## src/hw/rtl/lbs_pkg.sv

```systemverilog
// Shared types, widths and helpers for the linear blend skinning block.
`timescale 1ns / 1ps

package lbs_pkg;

  // Fixed field widths
  localparam int COORD_W    = 32;
  localparam int WEIGHT_W   = 16;
  localparam int BONE_W     = 6;
  localparam int ENTRY_W    = 4;
  localparam int MAX_INFL   = 4;
  localparam int MAT_ELEMS  = 12;

  // Parameter defaults
  localparam int PALETTE_SIZE_DEF = 64;
  localparam int INFLUENCES_DEF   = 4;

  // Shared multiplier operands and product
  localparam int MUL_IN_W  = 33;
  localparam int PROD_W    = 64;

  // Address of the largest palette before trimming to the real depth
  localparam int FULL_ADDR_W = 10;

  // Width of the values that get saturated
  localparam int SAT_IN_W = 50;

  typedef logic signed [COORD_W-1:0]  coord_t;
  typedef logic signed [MUL_IN_W-1:0] mul_in_t;
  typedef logic signed [PROD_W-1:0]   prod_t;

  // Clamp a wide signed value to the signed 32-bit range
  function automatic coord_t sat32(input logic signed [SAT_IN_W-1:0] v);
    logic signed [SAT_IN_W-1:0] hi;
    logic signed [SAT_IN_W-1:0] lo;
    hi = SAT_IN_W'(signed'(32'sh7fff_ffff));
    lo = SAT_IN_W'(signed'(32'sh8000_0000));
    if (v > hi) begin
      sat32 = 32'sh7fff_ffff;
    end else if (v < lo) begin
      sat32 = 32'sh8000_0000;
    end else begin
      sat32 = v[COORD_W-1:0];
    end
  endfunction

endpackage

```

## src/hw/rtl/lbs_mul.sv

```systemverilog
// Shared signed multiplier with a registered product.
`timescale 1ns / 1ps

module lbs_mul
  import lbs_pkg::*;
(
  input  logic    clk,
  input  logic    en,
  input  mul_in_t a,
  input  mul_in_t b,
  output prod_t   prod
);

  logic signed [2*MUL_IN_W-1:0] full;

  assign full = a * b;

  // Products used here always fit in 64 signed bits
  always_ff @(posedge clk) begin
    if (en) begin
      prod <= full[PROD_W-1:0];
    end
  end

endmodule

```

## config.mk

```make
export PLATFORM = sky130hd
export DESIGN_NAME = lbs_mul
export DESIGN_NICKNAME = d
export VERILOG_FILES = /design/src/hw/rtl/lbs_pkg.sv /design/src/hw/rtl/lbs_mul.sv
export SDC_FILE = /design/constraint.sdc
export NUM_CORES = 2
export LEC_CHECK = 0
export BUFFER_PORTS_ARGS = -buffer_cell sky130_fd_sc_hd__buf_2
export CAP_MARGIN = 40
export CORE_ASPECT_RATIO = 1.25
export CORE_UTILIZATION = 27
export CTS_BUF_LIST = sky130_fd_sc_hd__clkbuf_4 sky130_fd_sc_hd__clkbuf_8 sky130_fd_sc_hd__clkbuf_16
export DETAILED_ROUTE_END_ITERATION = 10
export GPL_TIMING_DRIVEN = 1
export HOLD_SLACK_MARGIN = 0.06
export PLACE_DENSITY_LB_ADDON = 0.12
export SLEW_MARGIN = 0
export SYNTH_ARGS = -nofsm -noshare
export SYNTH_HDL_FRONTEND = slang
export SYNTH_SLANG_ARGS = --single-unit
export TNS_END_PERCENT = 30
```

## constraint.sdc

```tcl
create_clock -name clk -period 10.45 [get_ports clk]
set_input_delay 2.09 -clock clk [delete_from_list [all_inputs] [get_ports clk]]
set_output_delay 2.09 -clock clk [all_outputs]
set_load 0.03 [all_outputs]
```

**Word level (Yosys, flattened, before mapping)**

Cells that the tools add are included.

- Multipliers: 1

Operators by type and width:

| kind | count |
|---|---|
| $mul A33 B33 Y64 | 1 |

- Word-level logic and storage cells: 2
- Bits in registers: 64
- Output and inout port bits: 64

**Depth between registers and ports, before layout**

- Depth after elaboration: 1
- Gate-level depth with buffers: 28
- Depth with buffers taken out: 26

**Worst setup path before layout**

Ideal clock, no wire load.

- Path kind: input port to flip-flop
- Start: in a[32]
- End: reg prod[63], data pin
- Setup time: 0.260 ns
- Path slack: 0.959 ns
- Arrival: 9.231 ns
- Stages on the path: 24
- Path buffers: 1
- Data required time: 10.190 ns
- Path through: clkbuf_1 -> nand2_1 -> inv_1 -> fa_1 -> fa_1 -> fa_1 -> inv_1 -> fa_1 -> inv_1 -> fa_1 -> fa_1 -> fa_1 -> inv_1 -> fa_1 -> inv_1 -> ha_1 -> a21o_1 -> a21o_1 -> a21oi_1 -> nand2_1 -> o31ai_1 -> o211ai_1 -> a21oi_1 -> xnor2_1

- Cells in the longest elaborated chain, start to end: 1

RTL lines:

| element | RTL line | source |
|---|---|---|
| start, declared | lbs_mul.sv:9 | `input mul_in_t a,` |
| $mul A33 B33 Y64 | lbs_mul.sv:16 | `assign full = a * b;` |
| named net full[63] | lbs_mul.sv:14 | `logic signed [2*MUL_IN_W-1:0] full;` |
| end signal, assigned | lbs_mul.sv:21 | `prod <= full[PROD_W-1:0];` |
| end, declared | lbs_mul.sv:11 | `output prod_t prod` |

The timed path passes the listed nets, and every way through them passes these cells.
A chain may end at the register's enable or synchronous reset.

**Final worst setup path**

- Start: in a[9]
- End: reg prod[53], data pin

The elaborated chain is that of the path after synthesis.

==> impl_results.md <==
* Status: finished clean
* Met1 Use GR at 0.200
* Commonest cells after routing, fill and taps aside: fa_1, inv_1, and2_1, nand2_1, ha_1
* Initial antenna violation count at 11
* Final hold slack at 2110 ps
* Routed Antenna Nets at 0
* Post-Route WL at 134 mm
* Total CTS buffers at 9
* First-pass detailed-route iteration total at 5
* CP peak stage delay at 600 ps
* Remaining DRCs at 0
* Crit-path slowest cell: fa_1
* Largest regs: prod x64
* RSZ-0062 raised after global routing: no
* I/O Buffers at 131
* Max reg flops at 64
* Root buffer cell: clkbuf_16
* Wire per inst at 21.8 um
* Layer with the highest usage: met2
* Biggest register: prod
* Finished Layout Cells at 6180
* Post-synth top area cell: fa_1
* Setup violators final at 0
* # H-tree levels at 3
* Routability cong. at 0.817
* Required time worst endpoint at 10560 ps
* CP Data Arrival Time at 10020 ps
* Synth Flop Type: edfxtp_1
* Post-synth ARST share at 0
* Leading cell type in the layout, fill and taps excluded: fa_1
* Final nets at 5668
* CTS clock-pin slew for the worst setup and hold paths at 70 ps
* Syn_area_per_cell at 9.55 um^2
* Max clock buf depth at 2
* Vias in the first global route at 31900
* FMAX at 101 MHz
* Most frequent CP cell: fa_1
* Largest net degree at the start of global routing at 52
* DPL Wire Length at 117 mm
* CP max FO at 19
* Initial Util at 0.273
* Post-route clock period utilization at 0.949
* GR Util met2 at 0.381
* Core Area at 147000 um^2
* GR Overflow Total at 0
* Total nets after synthesis at 5612
* Slew Limit Fails at 0
* Die height at 433 um
* Ports at 132
* #FFs+latches synth at 64
* Post-synthesis cell type count at 57
* GRT Total Usage at 0.185
* First-pass GRT wire length at 203 mm
* Seq/Total Area, Yosys at 0.0478
* Clock Sinks at 64
* Initial DRC Count at 968
* P&R area growth vs syn at 9.08%
* Met3 usage in global routing at 0.0113
* Die ar. at 150000 um^2
* Rows at 157
* Crit path time final at 9910 ps
* Yosys top cell area share at 0.560
* Die Wd at 347 um
* Number of flops mapped to enable cells by yosys at 64
* Filler Cells Inserted at 15700
* Vias post-DR at 27500
* Post-synth design cell area at 40200 um^2
* Setup TNS at 0 ps
* Worst-Margin Slew at 875 ps
* Yosys warning total at 0
* Delay-heaviest family, CP: adder cells
* Synth area leaders: fa_1, inv_1, and2_1
* Buffer and inverter count on the worst path at 7
* Crit Path Class: in -> reg
* Syn Inst Count at 4207
* Hold WC Path Type: in -> reg
* Layout cells sized above 1 at 0.0679
* Placed cell count at 6160
* Setup crit end kind: flip-flop
* Post-DR vias/cell at 4.45
* Relative slew slack at 0.416
* # Post-CTS Setup Buffers at 0
* Max-Cap Viols at 0
* CTS tree: built
* Final Hold Vio Count at 0
* Critical Path Source Type: primary input
-- metrics by stage --
stage | cell area (um^2) | util | worst slack [ps]
global route | 43800 | 0.298 | 181
detailed placement | 43500 | 0.296 | 62.9
floorplan | 40200 | - | 959
CTS | 43800 | 0.298 | 453
global placement | 43500 | 0.296 | 63.8
finish | 43800 | 0.298 | 538
-- layer usage --
metal | vias to the layer above | share of wire
li1 | 12100 | -
met1 | 14900 | 0.36
met2 | 381 | 0.60
met3 | 127 | 0.017
met4 | 2 | 0.029
met5 | - | 0.000060
-- cell usage after synthesis, drive strengths merged, types with 7 or more instances --
cell type  instances
a211oi             9
a21o              18
a21oi             70
and2             548
clkbuf           222
edfxtp            64
fa              1125
ha               212
inv             1086
nand2            547
nand2b             9
nand3             18
nand4             12
nor2              18
nor2b             32
nor3              12
o211ai             7
o21a              18
o21ai             36
o21bai             7
xnor2             55
xor2              21
-- worst paths after layout --
kind | startpoint | to | depth (start not counted)
worst max-delay path | a[9] | prod[53] | 26
worst min-delay path | en | prod[56] | 1
-- kinds of logic after synthesis --
| group | Yosys count | synth area share |
|---|---|---|
| AOI/OAI and AO/OA | 200 | 0.0320 |
| xor gates and xnor gates | 76 | 0.0166 |
| adders and majority gates | 1337 | 0.626 |
| buffers and inverters | 1308 | 0.122 |
| DFF | 64 | 0.0478 |
| muxes | 1 | 0.000249 |
| and+or+nand+nor | 1221 | 0.155 |
-- final cells by class --
class	count	area (um^2)	area share
clock inverters	6	83.8	0.00191
diodes	4	10.0	0.000228
multi-input cells	2835	33400	0.761
clock buffers	10	233	0.00531
well taps	1908	2390	0.0545
flip-flops and latches	64	1920	0.0438
repair buffers	267	1760	0.0402
inverters	1086	4080	0.0930
-- repair_timing --
item / in CTS / in global routing
setup endpoints to repair: 0 / 3
hold buffers: 0 / 0
gates resized for setup: 0 / 1
Power is not shown: default switching activity piles up to over one toggle a cycle in this logic, so the estimate is an artifact.
